File: config.mk
export PLATFORM = sky130hd
export DESIGN_NAME = cctv_front_flat
export DESIGN_NICKNAME = d
export VERILOG_FILES = /design/src/rtl/core/cctv_pkg.sv /design/src/rtl/core/cctv_if.sv /design/src/rtl/core/cctv_front.sv /design/src/flat_wrapper.sv
export SDC_FILE = /design/constraint.sdc
export NUM_CORES = 1
export LEC_CHECK = 0
export ABC_AREA = 1
export BUFFER_PORTS_ARGS = -buffer_cell sky130_fd_sc_hd__buf_2
export CAP_MARGIN = 20
export CELL_PAD_IN_SITES_DETAIL_PLACEMENT = 0
export CELL_PAD_IN_SITES_GLOBAL_PLACEMENT = 2
export CORE_ASPECT_RATIO = 0.8
export CORE_MARGIN = 3
export CORE_UTILIZATION = 41
export DETAILED_ROUTE_END_ITERATION = 6
export PLACE_DENSITY_LB_ADDON = 0.3
export SLEW_MARGIN = 20
export SYNTH_ARGS = -nofsm -noshare
export SYNTH_HDL_FRONTEND = slang
export SYNTH_SLANG_ARGS = --single-unit
export TNS_END_PERCENT = 100
File: constraint.sdc
create_clock -name i_clk -period 20.7 [get_ports i_clk]
set_clock_uncertainty 0.1 [all_clocks]
set_input_delay 0 -clock i_clk [delete_from_list [all_inputs] [get_ports i_clk]]
set_output_delay 0 -clock i_clk [all_outputs]
set_load 0.01 [all_outputs]
File: src/rtl/core/cctv_pkg.sv
// ----------------------------------------------------------------------------
// cctv_pkg
// types, constants and helpers shared by the chunk hash tracker modules
// ----------------------------------------------------------------------------
`default_nettype none

package cctv_pkg;

    localparam int unsigned DEF_MAX_CHUNKS = 256;

    localparam logic [63:0] FNV_BASIS = 64'hCBF2_9CE4_8422_2325;
    localparam logic [31:0] RAM_BASE  = 32'h8000_0000;
    localparam logic [31:0] RAM_RESET = 32'd25165824;

    localparam logic [1:0] ST_UNVERIFIED = 2'd0;
    localparam logic [1:0] ST_VERIFIED   = 2'd1;
    localparam logic [1:0] ST_FAILED     = 2'd2;

    localparam logic [2:0] REQ_LOAD  = 3'd0;
    localparam logic [2:0] REQ_BEGIN = 3'd1;
    localparam logic [2:0] REQ_HASH  = 3'd2;
    localparam logic [2:0] REQ_INVAL = 3'd3;

    localparam logic [1:0] REG_ACTIVE = 2'd0;
    localparam logic [1:0] REG_COUNT  = 2'd1;
    localparam logic [1:0] REG_RAM    = 2'd2;

    typedef enum logic [2:0] {
        OP_LOAD,
        OP_BEGIN,
        OP_HASH,
        OP_INVAL,
        OP_QUERY
    } t_op;

    typedef struct packed {
        t_op         op;
        logic [7:0]  idx;
        logic [31:0] rstart;
        logic [31:0] rend;
        logic [31:0] len;
        logic [63:0] hash;
        logic [7:0]  data;
        logic        last;
    } t_cmd;

    typedef struct packed {
        logic        active;
        logic [8:0]  count;
        logic [31:0] ram_bytes;
    } t_cfg;

    typedef struct packed {
        logic valid;
        logic ready;
    } t_hs;

    // one fnv-1a step; prime is 2^40 + 0x1b3 so the product is a shift plus a narrow multiply
    function automatic logic [63:0] fnv_step(input logic [63:0] h, input logic [7:0] b);
        logic [63:0] x;
        x = h ^ {56'd0, b};
        return (x << 40) + (x * 64'h1B3);
    endfunction

    // failure count follows every change into or out of failed
    function automatic logic [8:0] fail_adj(input logic [1:0] old_st, input logic [1:0] new_st,
                                            input logic [8:0] cnt);
        logic [8:0] r;
        r = cnt;
        if (old_st == ST_FAILED && new_st != ST_FAILED && cnt != 9'd0) r = cnt - 9'd1;
        if (old_st != ST_FAILED && new_st == ST_FAILED && cnt != 9'd511) r = cnt + 9'd1;
        return r;
    endfunction

endpackage

`default_nettype wire

File: src/rtl/core/cctv_if.sv
// ----------------------------------------------------------------------------
// cctv_if
// request and response channel interfaces of the chunk hash tracker
// ----------------------------------------------------------------------------
`default_nettype none

interface cctv_req_if;
    logic        valid;
    logic        ready;
    logic [2:0]  req_type;
    logic [7:0]  chunk_index;
    logic [31:0] range_start;
    logic [31:0] range_end;
    logic [31:0] inval_length;
    logic [63:0] expected_hash;
    logic [7:0]  data_byte;
    logic        last_byte;

    modport source (output valid, req_type, chunk_index, range_start, range_end,
                    inval_length, expected_hash, data_byte, last_byte, input ready);
    modport sink   (input valid, req_type, chunk_index, range_start, range_end,
                    inval_length, expected_hash, data_byte, last_byte, output ready);
endinterface


`default_nettype wire

File: src/rtl/core/cctv_front.sv
// ----------------------------------------------------------------------------
// cctv_front
// accepts requests, decodes the request code and queues them for the back end
// ----------------------------------------------------------------------------
`default_nettype none

module cctv_front
    import cctv_pkg::*;
(
    input  wire logic  i_clk,
    input  wire logic  i_rst_n,
    cctv_req_if.sink   i_req,
    output t_cmd       o_cmd,
    output logic       o_cmd_valid,
    input  wire logic  i_cmd_ready
);

    t_cmd       r_q [2];
    logic       r_wp, r_rp;
    logic [1:0] r_cnt;
    t_cmd       c_cmd;
    logic       c_push, c_pop;

    always_comb begin
        c_cmd.idx    = i_req.chunk_index;
        c_cmd.rstart = i_req.range_start;
        c_cmd.rend   = i_req.range_end;
        c_cmd.len    = i_req.inval_length;
        c_cmd.hash   = i_req.expected_hash;
        c_cmd.data   = i_req.data_byte;
        c_cmd.last   = i_req.last_byte;
        case (i_req.req_type)
            REQ_LOAD:  c_cmd.op = OP_LOAD;
            REQ_BEGIN: c_cmd.op = OP_BEGIN;
            REQ_HASH:  c_cmd.op = OP_HASH;
            REQ_INVAL: c_cmd.op = OP_INVAL;
            default:   c_cmd.op = OP_QUERY;
        endcase
    end

    assign i_req.ready = (r_cnt != 2'd2);
    assign c_push      = i_req.valid && i_req.ready;
    assign o_cmd_valid = (r_cnt != 2'd0);
    assign c_pop       = o_cmd_valid && i_cmd_ready;
    assign o_cmd       = r_q[r_rp];

    always_ff @(posedge i_clk) begin
        if (c_push) r_q[r_wp] <= c_cmd;
    end

    always_ff @(posedge i_clk) begin
        if (!i_rst_n) begin
            r_wp  <= 1'b0;
            r_rp  <= 1'b0;
            r_cnt <= 2'd0;
        end else begin
            if (c_push) r_wp <= ~r_wp;
            if (c_pop) r_rp <= ~r_rp;
            r_cnt <= r_cnt + {1'b0, c_push} - {1'b0, c_pop};
        end
    end

endmodule

`default_nettype wire

File: src/flat_wrapper.sv
// flat-port wrapper written by rule: the top's interface ports become plain ports
module cctv_front_flat import cctv_pkg::*;
  (i_clk, i_rst_n, o_cmd, o_cmd_valid, i_cmd_ready, i_req_valid, i_req_req_type, i_req_chunk_index, i_req_range_start, i_req_range_end, i_req_inval_length, i_req_expected_hash, i_req_data_byte, i_req_last_byte, i_req_ready);
  cctv_req_if i_req_i ();
  input  wire logic i_clk;
  input  wire logic i_rst_n;
  output t_cmd o_cmd;
  output logic o_cmd_valid;
  input  wire logic i_cmd_ready;
  input wire logic [$bits(i_req_i.valid)-1:0] i_req_valid;
  input wire logic [$bits(i_req_i.req_type)-1:0] i_req_req_type;
  input wire logic [$bits(i_req_i.chunk_index)-1:0] i_req_chunk_index;
  input wire logic [$bits(i_req_i.range_start)-1:0] i_req_range_start;
  input wire logic [$bits(i_req_i.range_end)-1:0] i_req_range_end;
  input wire logic [$bits(i_req_i.inval_length)-1:0] i_req_inval_length;
  input wire logic [$bits(i_req_i.expected_hash)-1:0] i_req_expected_hash;
  input wire logic [$bits(i_req_i.data_byte)-1:0] i_req_data_byte;
  input wire logic [$bits(i_req_i.last_byte)-1:0] i_req_last_byte;
  output wire logic [$bits(i_req_i.ready)-1:0] i_req_ready;
  assign i_req_i.valid = i_req_valid;
  assign i_req_i.req_type = i_req_req_type;
  assign i_req_i.chunk_index = i_req_chunk_index;
  assign i_req_i.range_start = i_req_range_start;
  assign i_req_i.range_end = i_req_range_end;
  assign i_req_i.inval_length = i_req_inval_length;
  assign i_req_i.expected_hash = i_req_expected_hash;
  assign i_req_i.data_byte = i_req_data_byte;
  assign i_req_i.last_byte = i_req_last_byte;
  assign i_req_ready = i_req_i.ready;
  cctv_front u_core (.i_clk(i_clk), .i_rst_n(i_rst_n), .i_req(i_req_i), .o_cmd(o_cmd), .o_cmd_valid(o_cmd_valid), .i_cmd_ready(i_cmd_ready));
endmodule
==> reports/results.ini <==
[detailed_routing]
wire_per_inst_um = 17.7
antenna_left = 0
viasPerCell = 4.55
drt_iter0_markers = 248
vias = 7441
drtPass1Iterations = 6
route.detailed.drc = 0
routed_wl_um = 29000

[placement]
dp_slack_ns = 17.61
hpwl_um = 18500
numPortBuffers = 365
place_area_um2 = 15900
gp_congestion = 0.717

[outcome]
status = completed

[die]
die_w_um = 210
core.rowCount = 59
floorplan.initialDensity = 0.418
ios = 366
die_area_um2 = 35500
core_um2 = 32700
die_h_um = 169

[setup_path]
cpLargestDelayFamily = buffers and inverters
cp-end-kind = output pin
worstPathMaxFanout = 73
critPathRequiredTime_ns = 20.60
cpPeakStageDelay_ns = 1.03
critical_path_class = reg2out
r2r_slack_ns = 17.63
cpMaxStageDelayCell = dfxtp_4
worst-path-buf-inv = 2
crit_arrival_ns = 3.12
path_cells = buf_4 -> mux2_2 -> buf_2
worst_setup_path_start_kind = flip-flop

[sta]
setup_viol = 0
layout_setup_ws_ns = 17.48
slew_headroom = 0.280
slew_viol_final = 0
min_period_over_period = 0.155
max_freq_ghz = 0.311
finalSetupTns_ns = 0
layout_min_cycle_time_ns = 3.22
rsz0062_at_grt = no
tightest_slew_ns = 1.08
hold_viol_final = 0

[grt]
grt_pass1_vias = 7838
globalRouteMet1Util = 0.203
grt_usage = 0.158
use_met3 = 0.0571
grt_max_degree = 108
antenna_found_initial = 3
gr-usage-met2 = 0.257
grt_pass1_wl_um = 43800
top_usage_layer = met2
overflow = 0

[clocking]
clk_pin_slew_ns = 0.06
post_cts_resized = 0
numCtsBuffers = 38
clkLatencyLatePin_ns = 0.52
cts_tree = built
clock-sinks = 365
h-tree-depth = 2
clock_path_buffers = 3
root_buffer = clkbuf_16

[yosys]
yosys_register_bits = 365
seq_area_frac_synth = 0.799
yosys_warnings = 0
ys_types = 13
syn_inst = 603
synth_area_um2 = 13700
synthesis.nets = 789
avgSynthCellArea_um2 = 22.6

[power_and_ir_drop]
seqPwrFrac = 0.458
comb_power_share = 0.246
power.switching_mw = 0.570
total_power_mw = 2.15
p_sw_frac = 0.265
ir_drop_uv = 62.6
p_leak_nw = 7.35
clockPowerShare = 0.296
p_int_mw = 1.58
powerDensity_nw_per_um2 = 114

[flow_run]
max-cap-violations = 0

[final_layout]
layout.nets = 1363
layout-drive-gt1-share = 0.502
final_cell_area_um2 = 18900
syn_to_final_growth_pct = 38.6

[worst_hold_path]
hp-class = in2reg

worst paths after layout:
kind	startpoint	endpoint	depth (start not counted)
worst max-delay path	flip-flop	o_cmd[29]	3
worst min-delay path	i_req_expected_hash[40]	u_core.r_q[0][49]	2
worst max register to register	u_core.r_cnt[0]	u_core.r_q[0][166]	6
worst min register to register	u_core.r_rp	u_core.r_rp	2
synthesized netlist by cell type:
library cell / count / share of area
nand3_1: 3 / 0.0011
dfxtp_1: 5 / 0.0073
clkbuf_1: 1 / 0.00027
buf_6: 12 / 0.0099
inv_1: 11 / 0.0030
ha_1: 2 / 0.0018
buf_2: 8 / 0.0029
nor2_1: 10 / 0.0027
mux2_2: 80 / 0.066
mux2_4: 100 / 0.11
nand2_1: 9 / 0.0025
a21oi_1: 2 / 0.00073
edfxtp_1: 360 / 0.79
cells by family (layout without fill, tap and decap cells):
family / Yosys count / count (layout) / synth area share
AOI/OAI and AO/OA: 2 / 2 / 0.000733
adders and majority gates: 2 / 2 / 0.00183
buffers and inverters: 32 / 635 / 0.0161
DFF: 365 / 365 / 0.799
muxes: 180 / 180 / 0.176
other: 0 / 3 / 0
and+or+nand+nor: 22 / 22 / 0.00632
flip-flops by register name (all words and copies together), names as in the netlist, named ones only:
signal        cells
u_core.r_rp       1
u_core.r_q      360
u_core.r_cnt      2
u_core.r_wp       1
cell usage in the layout, fill, tap and decap left out, types with 4 or more instances in the layout:
| cell type | instances |
|---|---|
| clkbuf_1 | 9 |
| nand2_1 | 9 |
| nor2_1 | 9 |
| buf_2 | 365 |
| clkinv_2 | 9 |
| dlygate4sd3_1 | 184 |
| clkbuf_16 | 41 |
| edfxtp_1 | 360 |
| mux2_2 | 80 |
| mux2_4 | 100 |
| dfxtp_1 | 4 |
| inv_1 | 10 |
| buf_4 | 6 |
| clkinv_1 | 8 |
metrics by stage:
stage | hold slack [ns] | cells | util
after floorplan | -0.00655 | 603 | -
after global placement | 0.0874 | 1380 | 0.486
after detailed placement | 0.0912 | 1380 | 0.486
after CTS | 0.0637 | 1633 | 0.578
after global routing | 0.0804 | 1636 | 0.579
final | 0.0993 | 1636 | 0.579
metal layers:
layer | vias up | wire [um]
li1 | 3537 | -
met1 | 3617 | 12200
met4 | 0 | 610
met5 | - | 0
met3 | 48 | 2420
met2 | 239 | 13800
layout make-up:
class / count / area (um2)
fillers: 2528 / 13800
clock inverters: 19 / 114
diodes: 3 / 7.51
well taps: 427 / 534
clock buffers: 50 / 1060
flip-flops and latches: 365 / 10900
repair buffers: 555 / 3710
inverters: 11 / 46.3
multi-input cells: 206 / 2530
what timing repair did:
action	4_1_cts	5_1_grt
setup buffers	0	0
endpoints found under the hold margin	387	0
endpoints found under the setup margin	0	0
hold buffers	184	0
power groups by stage:
stage,sequential (mW),combinational [mW],clock (mW)
after floorplan,1.01,0.339,0
after global placement,0.999,0.510,0
after detailed placement,1.00,0.509,0
after CTS,0.989,0.541,0.658
after global routing,0.999,0.571,0.689
final,0.987,0.529,0.637
Note: power is estimated with default switching activity, not from simulation.
